**src/sv/ole_pkg.sv**
```systemverilog
// ----------------------------------------------------------------------------
// ole_pkg
// Shared types and codes for the ordered list engine: command and status
// codes, controller states, and the command/status bundles that pass between
// the controller and the datapath.
// ----------------------------------------------------------------------------
package ole_pkg;

   // request command codes
   typedef enum logic [2:0] {
      CMD_INS_FRONT = 3'd0,
      CMD_INS_END   = 3'd1,
      CMD_INS_POS   = 3'd2,
      CMD_DEL_FRONT = 3'd3,
      CMD_DEL_END   = 3'd4,
      CMD_DEL_VAL   = 3'd5,
      CMD_READ      = 3'd6,
      CMD_COUNT     = 3'd7
   } cmd_type;

   // response status codes
   typedef enum logic [2:0] {
      ST_DONE   = 3'd0,
      ST_EMPTY  = 3'd1,
      ST_NO_POS = 3'd2,
      ST_NO_VAL = 3'd3,
      ST_FULL   = 3'd4
   } status_type;

   // read out stops after this many elements
   localparam int MAX_READ = 32;

   // controller states
   typedef enum logic [2:0] {
      S_IDLE,
      S_DISPATCH,
      S_PUSH,
      S_CAPF,
      S_WALK,
      S_APPEND,
      S_GIVE,
      S_RESP
   } state_type;

   // store read address source
   typedef enum logic [1:0] {
      RD_HOLD,
      RD_HEAD,
      RD_FREE,
      RD_LINK
   } rsel_type;

   // store update operations
   typedef enum logic [2:0] {
      W_NONE,
      W_PUSH_FRONT,
      W_LINK_NEW,
      W_APPEND,
      W_UNLINK_HEAD,
      W_BYPASS,
      W_GIVE_CUR
   } wop_type;

   // controller to datapath
   typedef struct packed {
      logic       load;
      rsel_type   rsel;
      logic       cap_free;
      wop_type    wop;
      logic       emit;
      status_type emit_st;
      logic       emit_val;
      logic       emit_last;
   } ole_ctl_type;

   // datapath to controller
   typedef struct packed {
      cmd_type cmd;
      logic    full;
      logic    empty;
      logic    pos_bad;
      logic    at_end;
      logic    idx_zero;
      logic    match;
      logic    out_free;
   } ole_sts_type;

endpackage

```
**src/sv/ole_ctrl.sv**
```systemverilog
// ----------------------------------------------------------------------------
// ole_ctrl
// Sequencer for the ordered list engine: checks each request, steers the
// list walk one node per unstalled cycle, issues store updates and responses.
// ----------------------------------------------------------------------------
module ole_ctrl (
   input  logic                clock,
   input  logic                reset,
   input  logic                req_valid,
   output logic                req_stall,
   input  ole_pkg::ole_sts_type sts,
   output ole_pkg::ole_ctl_type ctl
);
   import ole_pkg::*;

   state_type  state_ff, state_in;
   status_type st_ff, st_in;

   // state registers
   always_ff @(posedge clock) begin
      if (reset) begin
         state_ff <= S_IDLE;
         st_ff    <= ST_DONE;
      end else begin
         state_ff <= state_in;
         st_ff    <= st_in;
      end
   end

   // next state and pending status
   always_comb begin
      state_in = state_ff;
      st_in    = st_ff;
      unique case (state_ff)
         S_IDLE: begin
            if (req_valid) state_in = S_DISPATCH;
         end
         S_DISPATCH: begin
            st_in    = ST_DONE;
            state_in = S_RESP;
            case (sts.cmd) inside
               CMD_INS_FRONT: begin
                  if (sts.full) st_in = ST_FULL;
                  else state_in = S_PUSH;
               end
               CMD_INS_END: begin
                  if (sts.full) st_in = ST_FULL;
                  else if (sts.empty) state_in = S_PUSH;
                  else state_in = S_CAPF;
               end
               CMD_INS_POS: begin
                  if (sts.full) st_in = ST_FULL;
                  else if (sts.pos_bad) st_in = ST_NO_POS;
                  else state_in = S_CAPF;
               end
               CMD_DEL_FRONT, CMD_DEL_END: begin
                  if (sts.empty) st_in = ST_EMPTY;
                  else state_in = S_WALK;
               end
               CMD_DEL_VAL: begin
                  if (sts.empty) st_in = ST_NO_VAL;
                  else state_in = S_WALK;
               end
               CMD_READ: begin
                  if (sts.empty) st_in = ST_EMPTY;
                  else state_in = S_WALK;
               end
               default: ;
            endcase
         end
         S_PUSH: state_in = S_RESP;
         S_CAPF: state_in = S_WALK;
         S_WALK: begin
            case (sts.cmd) inside
               CMD_INS_END, CMD_INS_POS: begin
                  if (sts.at_end) state_in = S_APPEND;
               end
               CMD_DEL_FRONT: state_in = S_RESP;
               CMD_DEL_END: begin
                  if (sts.at_end) state_in = S_RESP;
               end
               CMD_DEL_VAL: begin
                  if (sts.match) begin
                     state_in = sts.idx_zero ? S_RESP : S_GIVE;
                  end else if (sts.at_end) begin
                     st_in    = ST_NO_VAL;
                     state_in = S_RESP;
                  end
               end
               CMD_READ: begin
                  if (sts.out_free && sts.at_end) state_in = S_IDLE;
               end
               default: state_in = S_IDLE;
            endcase
         end
         S_APPEND: state_in = S_RESP;
         S_GIVE:   state_in = S_RESP;
         S_RESP: begin
            if (sts.out_free) state_in = S_IDLE;
         end
      endcase
   end

   // command outputs
   always_comb begin
      ctl         = '0;
      ctl.rsel    = RD_HOLD;
      ctl.wop     = W_NONE;
      ctl.emit_st = st_ff;
      req_stall   = 1'b1;
      unique case (state_ff)
         S_IDLE: begin
            req_stall = 1'b0;
            ctl.load  = req_valid;
         end
         S_DISPATCH: begin
            case (sts.cmd) inside
               CMD_INS_FRONT, CMD_INS_END, CMD_INS_POS: ctl.rsel = RD_FREE;
               CMD_DEL_FRONT, CMD_DEL_END, CMD_DEL_VAL, CMD_READ: ctl.rsel = RD_HEAD;
               default: ;
            endcase
         end
         S_PUSH: ctl.wop = W_PUSH_FRONT;
         S_CAPF: begin
            ctl.cap_free = 1'b1;
            ctl.rsel     = RD_HEAD;
         end
         S_WALK: begin
            case (sts.cmd) inside
               CMD_INS_END, CMD_INS_POS: begin
                  if (sts.at_end) ctl.wop = W_LINK_NEW;
                  else ctl.rsel = RD_LINK;
               end
               CMD_DEL_FRONT: ctl.wop = W_UNLINK_HEAD;
               CMD_DEL_END: begin
                  if (sts.at_end) ctl.wop = W_GIVE_CUR;
                  else ctl.rsel = RD_LINK;
               end
               CMD_DEL_VAL: begin
                  if (sts.match) ctl.wop = sts.idx_zero ? W_UNLINK_HEAD : W_BYPASS;
                  else if (!sts.at_end) ctl.rsel = RD_LINK;
               end
               CMD_READ: begin
                  if (sts.out_free) begin
                     ctl.emit      = 1'b1;
                     ctl.emit_st   = ST_DONE;
                     ctl.emit_val  = 1'b1;
                     ctl.emit_last = sts.at_end;
                     if (!sts.at_end) ctl.rsel = RD_LINK;
                  end
               end
               default: ;
            endcase
         end
         S_APPEND: ctl.wop = W_APPEND;
         S_GIVE:   ctl.wop = W_GIVE_CUR;
         S_RESP: begin
            ctl.emit      = sts.out_free;
            ctl.emit_last = 1'b1;
         end
      endcase
   end

endmodule

```
**src/sv/ole_dp.sv**
```systemverilog
// ----------------------------------------------------------------------------
// ole_dp
// Datapath of the ordered list engine: value and link stores with registered
// reads, head/free/count registers, walk index, and the response register.
// ----------------------------------------------------------------------------
module ole_dp #(
   parameter int CAPACITY   = 32,
   parameter int DATA_WIDTH = 32
) (
   input  logic                 clock,
   input  logic                 reset,
   input  logic [2:0]           req_cmd,
   input  logic signed [31:0]   req_item_value,
   input  logic [5:0]           req_position,
   input  ole_pkg::ole_ctl_type ctl,
   output ole_pkg::ole_sts_type sts,
   output logic                 rsp_valid,
   input  logic                 rsp_stall,
   output logic [2:0]           rsp_status,
   output logic signed [31:0]   rsp_out_value,
   output logic [5:0]           rsp_node_total,
   output logic                 rsp_last
);
   import ole_pkg::*;

   localparam int IW = $clog2(CAPACITY);
   localparam int CW = $clog2(CAPACITY + 1);
   localparam int XW = (CW > 6) ? CW : 6;
   localparam int DW = DATA_WIDTH;

   // stores
   logic [IW-1:0] link_mem [CAPACITY];
   logic [DW-1:0] val_mem  [CAPACITY];
   logic [CAPACITY-1:0] lvalid_ff;

   logic [IW-1:0] head_ff, head_in, free_ff, free_in, fnext_ff;
   logic [CW-1:0] count_ff, count_in, idx_ff;
   logic [IW-1:0] prev_ff, addr_ff, lm_ff, raddr, lnk_rd;
   logic [DW-1:0] vm_ff, val_ff;
   logic          lv_rd_ff;
   cmd_type       cmd_ff;
   logic [5:0]    pos_ff;

   logic          lw_en, vw_en;
   logic [IW-1:0] lw_addr, lw_data;

   logic [DW+31:0]        vin_ext;
   logic signed [DW+31:0] vout_ext;
   logic [CW+5:0]         nt_ext;
   logic [XW-1:0]         count_x, posc_x, lim_x, tgt_x;

   logic               rsp_valid_ff, out_free;
   status_type         rsp_status_ff;
   logic signed [31:0] rsp_value_ff;
   logic [5:0]         rsp_total_ff;
   logic               rsp_last_ff;

   // width conversions of stored values
   assign vin_ext  = (DW + 32)'($unsigned(req_item_value));
   assign vout_ext = (DW + 32)'(signed'(vm_ff));
   assign nt_ext   = (CW + 6)'(count_ff);

   // link of the node just read; unwritten entries chain to the next entry
   assign lnk_rd = lv_rd_ff ? lm_ff
                 : ((addr_ff == IW'(CAPACITY - 1)) ? '0 : addr_ff + 1'b1);

   // read address select
   always_comb begin
      unique case (ctl.rsel)
         RD_HOLD: raddr = addr_ff;
         RD_HEAD: raddr = head_ff;
         RD_FREE: raddr = free_ff;
         RD_LINK: raddr = lnk_rd;
      endcase
   end

   // store updates and list pointer next values
   always_comb begin
      lw_en    = 1'b0;
      vw_en    = 1'b0;
      lw_addr  = addr_ff;
      lw_data  = free_ff;
      head_in  = head_ff;
      free_in  = free_ff;
      count_in = count_ff;
      unique case (ctl.wop)
         W_NONE: ;
         W_PUSH_FRONT: begin
            lw_en    = 1'b1;
            vw_en    = 1'b1;
            lw_addr  = free_ff;
            lw_data  = head_ff;
            head_in  = free_ff;
            free_in  = lnk_rd;
            count_in = count_ff + 1'b1;
         end
         W_LINK_NEW: begin
            lw_en   = 1'b1;
            vw_en   = 1'b1;
            lw_addr = free_ff;
            lw_data = lnk_rd;
         end
         W_APPEND: begin
            lw_en    = 1'b1;
            free_in  = fnext_ff;
            count_in = count_ff + 1'b1;
         end
         W_UNLINK_HEAD: begin
            lw_en    = 1'b1;
            head_in  = lnk_rd;
            free_in  = addr_ff;
            count_in = count_ff - 1'b1;
         end
         W_BYPASS: begin
            lw_en   = 1'b1;
            lw_addr = prev_ff;
            lw_data = lnk_rd;
         end
         W_GIVE_CUR: begin
            lw_en    = 1'b1;
            free_in  = addr_ff;
            count_in = count_ff - 1'b1;
         end
         default: ;
      endcase
   end

   // memories with registered read
   always_ff @(posedge clock) begin
      if (lw_en) link_mem[lw_addr] <= lw_data;
      if (vw_en) val_mem[free_ff] <= val_ff;
      lm_ff    <= link_mem[raddr];
      vm_ff    <= val_mem[raddr];
      lv_rd_ff <= lvalid_ff[raddr];
      addr_ff  <= raddr;
   end

   // list control registers
   always_ff @(posedge clock) begin
      if (reset) begin
         head_ff   <= '0;
         free_ff   <= '0;
         count_ff  <= '0;
         lvalid_ff <= '0;
      end else begin
         head_ff  <= head_in;
         free_ff  <= free_in;
         count_ff <= count_in;
         if (lw_en) lvalid_ff[lw_addr] <= 1'b1;
      end
   end

   // request capture, walk index, free-list successor
   always_ff @(posedge clock) begin
      if (ctl.load) begin
         cmd_ff <= cmd_type'(req_cmd);
         val_ff <= vin_ext[DW-1:0];
         pos_ff <= req_position;
      end
      if (ctl.cap_free) fnext_ff <= lnk_rd;
      if (ctl.rsel == RD_HEAD) begin
         idx_ff <= '0;
      end else if (ctl.rsel == RD_LINK) begin
         idx_ff  <= idx_ff + 1'b1;
         prev_ff <= addr_ff;
      end
   end

   // walk targets
   assign count_x = XW'(count_ff);
   assign posc_x  = (pos_ff <= 6'd1) ? '0 : XW'(pos_ff) - 1'b1;
   assign lim_x   = (count_x < XW'(MAX_READ)) ? count_x : XW'(MAX_READ);

   always_comb begin
      case (cmd_ff)
         CMD_INS_POS: tgt_x = posc_x;
         CMD_READ:    tgt_x = lim_x - 1'b1;
         default:     tgt_x = count_x - 1'b1;
      endcase
   end

   assign out_free = !rsp_valid_ff || !rsp_stall;

   // status to the controller
   always_comb begin
      sts.cmd      = cmd_ff;
      sts.full     = (count_ff == CW'(CAPACITY));
      sts.empty    = (count_ff == '0);
      sts.pos_bad  = (posc_x >= count_x);
      sts.at_end   = (idx_ff == tgt_x[CW-1:0]);
      sts.idx_zero = (idx_ff == '0);
      sts.match    = (vm_ff == val_ff);
      sts.out_free = out_free;
   end

   // response register
   always_ff @(posedge clock) begin
      if (reset) begin
         rsp_valid_ff <= 1'b0;
      end else if (ctl.emit) begin
         rsp_valid_ff <= 1'b1;
      end else if (!rsp_stall) begin
         rsp_valid_ff <= 1'b0;
      end
   end

   always_ff @(posedge clock) begin
      if (ctl.emit) begin
         rsp_status_ff <= ctl.emit_st;
         rsp_value_ff  <= ctl.emit_val ? vout_ext[31:0] : '0;
         rsp_total_ff  <= nt_ext[5:0];
         rsp_last_ff   <= ctl.emit_last;
      end
   end

   assign rsp_valid      = rsp_valid_ff;
   assign rsp_status     = rsp_status_ff;
   assign rsp_out_value  = rsp_value_ff;
   assign rsp_node_total = rsp_total_ff;
   assign rsp_last       = rsp_last_ff;

endmodule

```
**src/sv/ordered_list_engine_core.sv**
```systemverilog
// ----------------------------------------------------------------------------
// ordered_list_engine_core
// Ordered list of signed words in a linked store with a free list.
// ----------------------------------------------------------------------------
// One request is handled at a time; the link store is read one node per
// cycle while the response side keeps up, so a request's duration follows
// its walk length: count and the error answers go straight to the response,
// insert front and delete front touch only the head, while insert end,
// positional insert, delete end and delete value walk the list at a pace
// set by the single read port of the link store. Read out returns one element per
// cycle while the response side keeps up. A new request is taken while the
// last response still waits in the output register.
module ordered_list_engine_core #(
   parameter int CAPACITY   = 32,
   parameter int DATA_WIDTH = 32
) (
   input  logic               clock,
   input  logic               reset,
   input  logic               req_valid,
   output logic               req_stall,
   input  logic [2:0]         req_cmd,
   input  logic signed [31:0] req_item_value,
   input  logic [5:0]         req_position,
   output logic               rsp_valid,
   input  logic               rsp_stall,
   output logic [2:0]         rsp_status,
   output logic signed [31:0] rsp_out_value,
   output logic [5:0]         rsp_node_total,
   output logic               rsp_last
);
   import ole_pkg::*;

   ole_ctl_type ctl;
   ole_sts_type sts;

   // sequencer
   ole_ctrl u_ctrl (
      .clock     (clock),
      .reset     (reset),
      .req_valid (req_valid),
      .req_stall (req_stall),
      .sts       (sts),
      .ctl       (ctl)
   );

   // stores and response register
   ole_dp #(
      .CAPACITY   (CAPACITY),
      .DATA_WIDTH (DATA_WIDTH)
   ) u_dp (
      .clock          (clock),
      .reset          (reset),
      .req_cmd        (req_cmd),
      .req_item_value (req_item_value),
      .req_position   (req_position),
      .ctl            (ctl),
      .sts            (sts),
      .rsp_valid      (rsp_valid),
      .rsp_stall      (rsp_stall),
      .rsp_status     (rsp_status),
      .rsp_out_value  (rsp_out_value),
      .rsp_node_total (rsp_node_total),
      .rsp_last       (rsp_last)
   );

   // a taken request keeps the input closed for the next cycle
   a_busy_after_accept: assert property (@(posedge clock) disable iff (reset)
      req_valid && !req_stall |=> req_stall)
      else $error("request taken while busy");

   // a response is only written when the output register has room
   a_emit_room: assert property (@(posedge clock) disable iff (reset)
      ctl.emit |-> sts.out_free)
      else $error("response overwritten");

   // the final response of a request frees the input
   a_last_frees: assert property (@(posedge clock) disable iff (reset)
      ctl.emit && ctl.emit_last |=> !req_stall)
      else $error("input not reopened after final response");

endmodule
```
**config.mk**
```make
export PLATFORM = sky130hd
export DESIGN_NAME = ordered_list_engine_core
export DESIGN_NICKNAME = d
export VERILOG_FILES = /design/src/sv/ole_pkg.sv /design/src/sv/ole_ctrl.sv /design/src/sv/ole_dp.sv /design/src/sv/ordered_list_engine_core.sv
export SDC_FILE = /design/constraint.sdc
export NUM_CORES = 2
export LEC_CHECK = 0
export BUFFER_PORTS_ARGS = -buffer_cell sky130_fd_sc_hd__clkbuf_2
export CORE_UTILIZATION = 49
export DETAILED_ROUTE_END_ITERATION = 10
export PLACE_DENSITY_LB_ADDON = 0.2
export SLEW_MARGIN = 30
export SYNTH_ARGS = -nofsm -noshare
export SYNTH_HDL_FRONTEND = slang
export SYNTH_SLANG_ARGS = --single-unit
```
**constraint.sdc**
```tcl
create_clock -name clock -period 15.8 [get_ports clock]
set_clock_uncertainty 0.2 [all_clocks]
set_input_delay 2.37 -clock clock [delete_from_list [all_inputs] [get_ports clock]]
set_output_delay 2.37 -clock clock [all_outputs]
set_load 0.02 [all_outputs]
```
Word level (Yosys, flattened, before mapping)

Memory sizes are Yosys's and may differ from the RTL's. A register that Yosys moved wholly into a read port is not among the register bits.
Cells that the tools add are included.

Bits in registers: 160
RAM bits: 1,184
Bits of input ports: 45
Output and inout port bits: 44
Word-level logic and storage cells: 197
Memories kept: 2

$add $sub $neg: 6
Magnitude comparators: 6
Equality and inequality tests: 37
Mux-type cells: 98
Bitwise logic cells: 2
Reductions and logical operators: 27

Memories:

| memory        | words | bits a word | read ports | clocked after memory_dff | write ports | RTL line     | source |
|---|---|---|---|---|---|---|---|
| u_dp.val_mem  | 32    | 32          | 1          | 1                        | 1           | ole_dp.sv:33 | `logic [DW-1:0] val_mem [CAPACITY];` |
| u_dp.link_mem | 32    | 5           | 1          | 1                        | 1           | ole_dp.sv:32 | `logic [IW-1:0] link_mem [CAPACITY];` |

Operators by type and width:

| cell                                                                  | number |
|---|---|
| 3-bit 2-to-1 mux                                                      | 37 |
| 6-bit 2-to-1 mux                                                      | 8 |
| 32-bit == test                                                        | 1 |
| 2-bit 2-to-1 mux                                                      | 16 |
| 32-bit bitwise OR                                                     | 1 |
| 3-bit == test (second input constant)                                 | 10 |
| 5-bit one-hot mux with 2 select lines                                 | 3 |
| 6-bit one-hot mux with 2 select lines                                 | 2 |
| 5-bit one-hot mux with 4 select lines                                 | 1 |
| 1-bit 2-to-1 mux                                                      | 19 |
| 3-bit by 2-bit == test with 1-bit output (second input constant)      | 6 |
| 3-bit one-hot mux with 6 select lines                                 | 1 |
| 6-bit by 1-bit subtractor with 6-bit output (second input constant)   | 3 |
| 5-bit one-hot mux with 3 select lines                                 | 1 |
| 6-bit by 1-bit adder with 6-bit output (second input constant)        | 2 |
| 6-bit logical NOT                                                     | 2 |
| 5-bit by 6-bit < comparator with 1-bit output (second input constant) | 2 |
| 3-bit one-hot mux with 4 select lines                                 | 1 |
| 2-bit OR reduction                                                    | 6 |
| 5-bit 2-to-1 mux                                                      | 2 |
| 2-bit != test (second input constant)                                 | 5 |
| 3-bit by 1-bit == test with 1-bit output (second input constant)      | 3 |
| 2-bit by 1-bit != test with 1-bit output (second input constant)      | 4 |
| 7-bit by 4-bit != test with 1-bit output (second input constant)      | 1 |
| other kinds (31)                                                      | 39 |

Depth between registers and ports, before layout

Depth in word-level cells: 18
Depth in mapped cells: 23
Depth with buffers taken out: 20

By module

From an unflattened synthesis, not the netlist that was laid out.

Cells, all modules: 4,046
Area total of the unflattened synthesis: 55,555.8 um^2

Modules (own cells, without submodules):

| module   | instances | cells an instance | area an instance (um^2) | sequential area each (um^2) |
|---|---|---|---|---|
| ole_dp   | 1         | 3,936             | 54,818.8                | 40,308.7 |
| ole_ctrl | 1         | 110               | 737.0                   | 120.1 |

Least setup slack after synthesis

OpenSTA, ideal clock, no wires.

Path kind: register -> register
Start point: register u_dp.pos_ff[0]
End point: memory u_dp.val_mem[21][0] in the netlist's numbering, enable pin
Setup time: 461 ps
Arrival: 5,872 ps
Required time: 15,139 ps
Setup slack: 9,267 ps
Stages on the path, launching flop included: 21
Buffers on the path: 3
Clock period less this slack: 6,533 ps
Cells stage by stage: edfxtp_1 inv_1 ha_1 nor3b_1 mux2_2 a221o_1 nand3b_1 and3_1 nand2_1 o21ai_0 nand3_1 inv_1 ha_1 clkbuf_1 nor2_1 nor2_1 nand2_1 buf_2 or3_1 clkbuf_1 nor3_1

Word-level cells in the longest chain between the ends: 14
Elaborated cells on any way between the ends: 17
Classes of those cells: add/sub: 1; order compare: 1; eq/ne: 3; mux: 11; reduce/logical: 1

Ends and longest elaborated chain:

| element                                                                                                                  | RTL line        | source |
|---|---|---|
| from (decl)                                                                                                              | ole_dp.sv:42    | `logic [5:0] pos_ff;` |
| from (signal assigned)                                                                                                   | ole_dp.sv:158   | `pos_ff <= req_position;` |
| 6-bit by 1-bit subtractor with 6-bit output or 6-bit by 1-bit less-or-equal comparator with 1-bit output (tied branches) | ole_dp.sv:171   | `assign posc_x = (pos_ff <= 6'd1) ? '0 : XW'(pos_ff) - 1'b1;` |
| 6-bit 2-to-1 mux (*)                                                                                                     | ole_dp.sv:171   |  |
| 6-bit one-hot mux with 2 select lines (*)                                                                                | ole_dp.sv:175   | `case (cmd_ff)` |
| 6-bit == test (*)                                                                                                        | ole_dp.sv:190   | `sts.at_end = (idx_ff == tgt_x[CW-1:0]);` |
| 3-bit 2-to-1 mux                                                                                                         | ole_ctrl.sv:136 | `if (sts.at_end) ctl.wop = W_GIVE_CUR;` |
| 3-bit 2-to-1 mux (2 in series)                                                                                           | ole_ctrl.sv:129 | `case (sts.cmd) inside` |
| 3-bit 2-to-1 mux (*)                                                                                                     | ole_ctrl.sv:129 |  |
| 3-bit one-hot mux with 4 select lines (*)                                                                                | ole_ctrl.sv:111 | `unique case (state_ff)` |
| 3-bit by 1-bit == test with 1-bit output or 3-bit by 2-bit == test with 1-bit output (tied branches)                     | ole_dp.sv:86    | `unique case (ctl.wop)` |
| 2-bit OR reduction (no source line) (*)                                                                                  | -               |  |
| 1-bit 2-to-1 mux (*)                                                                                                     | ole_dp.sv:86    |  |
| 1-bit 2-to-1 mux (*)                                                                                                     | ole_dp.sv:131   | `if (vw_en) val_mem[free_ff] <= val_ff;` |
| 1-bit 2-to-1 mux (not written as such) (*)                                                                               | ole_dp.sv:131   |  |
| to (decl)                                                                                                                | ole_dp.sv:33    |  |

Mark *: on every way between the ends. The rest lies on a longest branch, timed or not.

Worst setup path after layout

Start point: register u_dp.val_ff[23]
End point: register u_dp.vm_ff[12], read port of u_dp.val_mem

Word-level cells in the longest chain between the ends: 9
Elaborated cells on any way between the ends: 12
Classes of those cells: eq/ne: 4; mux: 7; reduce/logical: 1

Ends and longest elaborated chain:

| element                                     | RTL line        | source |
|---|---|---|
| from (decl)                                 | ole_dp.sv:39    | `logic [DW-1:0] vm_ff, val_ff;` |
| from (signal assigned)                      | ole_dp.sv:157   | `val_ff <= vin_ext[DW-1:0];` |
| 32-bit == test (*)                          | ole_dp.sv:192   | `sts.match = (vm_ff == val_ff);` |
| 2-bit 2-to-1 mux (*)                        | ole_ctrl.sv:140 | `if (sts.match) ctl.wop = sts.idx_zero ? W_UNLINK_HEAD : W_BYPASS;` |
| 2-bit 2-to-1 mux (*) (4 in series)          | ole_ctrl.sv:129 |  |
| 2-bit one-hot mux with 3 select lines (*)   | ole_ctrl.sv:111 |  |
| 2-bit == test, or another cell as far along | ole_dp.sv:69    | `unique case (ctl.rsel)` |
| 5-bit one-hot mux with 4 select lines (*)   | ole_dp.sv:69    |  |
| to (decl)                                   | ole_dp.sv:39    |  |

Marked as above.
A chain may end at the register's enable or synchronous reset.

==> results_dict.tcl <==
set metrics [dict create \
    die-area_sq_um 113000 \
    r2r-start "u_dp.val_ff[23]" \
    cp_cell_sequence "buf_6 > xnor2_1 > nand4_1 > nor4_2 > nand2_1 > a32o_1 > o211a_1 > a211oi_4 > buf_4 > buf_4 > buf_6 > buf_4 > buf_4 > mux2i_1 > mux2i_1 > a32oi_1 > a211oi_1" \
    worstSetupStartpoint "u_dp.val_ff[23]" \
    finalSetupViolCount 0 \
    antenna_found_initial 0 \
    cts_tree "yes" \
    power_frac_clock 0.255 \
    crit_required_ns 16.22 \
    avgRoutedWirePerCell_um 27.9 \
    max_stage_delay_ns 0.85 \
    cp-start-kind "flip-flop" \
    hp-start "u_dp.lvalid_ff[27]" \
    synth.area.top_cells "edfxtp_1 70%, nand2_1 5.6%, mux2i_1 5.0%" \
    synthCells 3911 \
    clk_pin_slew_ns 0.06 \
    clock_latency_ns 0.76 \
    drc 0 \
    cts_resized 0 \
    vias 34000 \
    comb_power_share 0.382 \
    fmax_mhz 122 \
    initial_core_util 0.496 \
    synth_top_area_share 0.698 \
    nNetsFinal 4078 \
    grt_max_degree 151 \
    end_kind "flip-flop" \
    ys_top_cells_by_count "1277 x edfxtp_1, 822 x nand2_1, 319 x nand3_1, 273 x mux2i_1, 129 x a31oi_1" \
    synth-edff-count 1277 \
    cp.arrival_ns 8.59 \
    path_delay_family "buffers and inverters" \
    crit_buf_inv 6 \
    worst_slew_pin_slew_ns 1.02 \
    cts_setup_buffers 0 \
    ys_async_sr_fraction 0 \
    clock_sinks 1381 \
    syn-num-nets 3975 \
    syn_area_per_cell_sq_um 14.0 \
    pin_count 89 \
    grt_pass1_vias 31900 \
    die_y_um 337 \
    coreArea_sq_um 111000 \
    min_path_type "flip-flop to flip-flop" \
    yosysMostFrequentCell "edfxtp_1" \
    cp_slowest_cell "nor4_2" \
    vdd_drop_max_mv 0.169 \
    post-route-period-util 0.517 \
    final_core_util 0.560 \
    first_pass_iters 5 \
    gp_congestion 0.836 \
    cts_hold_buffers 0 \
    rows 122 \
    max-cap-violations 0 \
    port_buffers 88 \
    synth_seq_cells 1381 \
    synthesis.area_sq_um 54900 \
    cpMostUsedCell "buf_4" \
    crit_fanout 75 \
    grt_pass1_wl_um 223000 \
    cts.htree.levels 4 \
    rsz0062_at_grt "false" \
    grt.total_usage 0.275 \
    outcome "finished, final reports clean" \
    synthDistinctLibCells 78 \
    wl_um 157000 \
    viasPerCell 6.05 \
    power_frac_seq 0.363 \
    tns_ns 0 \
    synth.largest_area_cell "edfxtp_1" \
    area.growth.synth_to_final_pct 13.0 \
    finalCriticalPeriod_ns 8.17 \
    finalHoldViolations 0 \
    yosys_warnings 0 \
    root_buffer "clkbuf_16" \
    yosysSeqAreaShare 0.736 \
    power_density_nw_per_um2 209 \
    overflow 0 \
    critPathKind "flip-flop to flip-flop" \
    slew_headroom 0.322 \
    synth-main-ff-cell "edfxtp_1" \
    drive_above_1_share 0.118 \
    power_switching_uw 5080 \
    die_w_um 337 \
    clock_path_buffers 3 \
    p_leak_uw 0.0213 \
    drt_iter0_drc 4268 \
    cts_made_buffers 144 \
    dp.final_hpwl_um 78900 \
    ant_nets 0 \
    maxSlewViolCount 0 \
    switching_share 0.391 \
    p_int_uw 7910 \
]
power groups by stage:
| stage | logic, uW | registers (uW) | clock network [uW] |
|---|---|---|---|
| 2_1_floorplan | 3250 | 4790 | 0 |
| 3_3_place_gp | 4820 | 4800 | 0 |
| 3_5_place_dp | 4870 | 4800 | 0 |
| 4_1_cts | 4890 | 4730 | 3360 |
| 5_1_grt | 5300 | 4730 | 3490 |
| 6_report | 4960 | 4710 | 3320 |
metrics by stage:
stage,cells,setup WS (ns),hold slack [ns],total power [uW],cell area [sq um]
2_1_floorplan,3911,9.27,0.203,8040,54900
4_1_cts,5615,7.19,0.256,13000,61900
3_3_place_gp,5349,7.10,0.243,9620,57300
5_1_grt,5621,7.36,0.275,13500,62000
3_5_place_dp,5350,7.06,0.248,9670,57300
6_report,5623,7.63,0.263,13000,62000
state kept, by name (all words and copies together) (netlist names):
| signal | cells |
|---|---|
| u_dp.val_ff | 32 |
| u_dp.lm_ff | 5 |
| u_dp.lv_rd_ff | 1 |
| u_dp.pos_ff | 6 |
| u_dp.idx_ff | 6 |
| u_dp.lvalid_ff | 32 |
| u_dp.free_ff | 5 |
| u_dp.rsp_node_total | 6 |
| u_dp.count_ff | 6 |
| u_dp.fnext_ff | 5 |
| u_ctrl.state_ff | 3 |
| u_dp.head_ff | 5 |
| u_dp.addr_ff | 5 |
| u_dp.vm_ff | 32 |
| u_dp.rsp_valid | 1 |
| u_dp.link_mem | 160 |
| u_dp.cmd_ff | 3 |
| u_dp.rsp_status | 3 |
| u_ctrl.st_ff | 3 |
| u_dp.rsp_last | 1 |
| u_dp.val_mem | 1024 |
| u_dp.prev_ff | 5 |
| u_dp.rsp_out_value | 32 |
worst paths after layout:
kind	endpoint	slack [ns]	cells after the start
worst max-delay path	u_dp.vm_ff[12]	7.63	17
worst min-delay path	u_dp.lvalid_ff[27]	0.26	2
worst max register to register	u_dp.vm_ff[12]	7.63	17
worst min register to register	u_dp.lvalid_ff[27]	0.26	2
layer usage:
metal	vias up	GRT usage	share of wire
met5	-	0	0
met4	0	0.118	0.043
met3	320	0.0369	0.072
met2	1552	0.454	0.49
met1	17200	0.366	0.40
li1	15000	-	-
worst register-to-register path, cell delays in order (launching register included):
cell	delay (ns)
edfxtp_1	0.54
buf_6	0.24
xnor2_1	0.47
nand4_1	0.23
nor4_2	0.85
nand2_1	0.26
a32o_1	0.33
o211a_1	0.15
a211oi_4	0.14
buf_4	0.49
buf_4	0.82
buf_6	0.71
buf_4	0.83
buf_4	0.92
mux2i_1	0.36
mux2i_1	0.13
a32oi_1	0.27
a211oi_1	0.11
cell type report:
type	instances	area (sq um)
repair buffers	194	1290
clock buffers	208	4020
fillers	8937	48800
well taps	1488	1860
flip-flops and latches	1381	40400
diodes	2	5.00
multi-input cells	2244	13600
clock inverters	57	598
inverters	49	196
logic make-up (layout without fill, tap and decap cells):
family,Yosys count,after routing,synth area share
AOI/OAI and AO/OA,479,479,0.0658
xor gates and xnor gates,51,51,0.00813
adders and majority gates,19,19,0.00433
buffers and inverters,286,508,0.0233
DFF,1381,1381,0.736
muxes,279,279,0.0511
other,0,2,0
and+or+nand+nor,1416,1416,0.111
placed cells by master, fill, tap and decap left out, types with 44 or more instances in the layout:
cell	n
edfxtp_1	1277
nand2_1	819
nand3_1	318
mux2i_1	272
clkbuf_16	147
a31oi_1	128
a32oi_1	115
dfxtp_1	104
buf_4	96
nor2_1	91
clkbuf_2	88
clkbuf_1	50
xnor2_1	49
inv_1	44
Note: power is estimated with default switching activity, not from simulation.
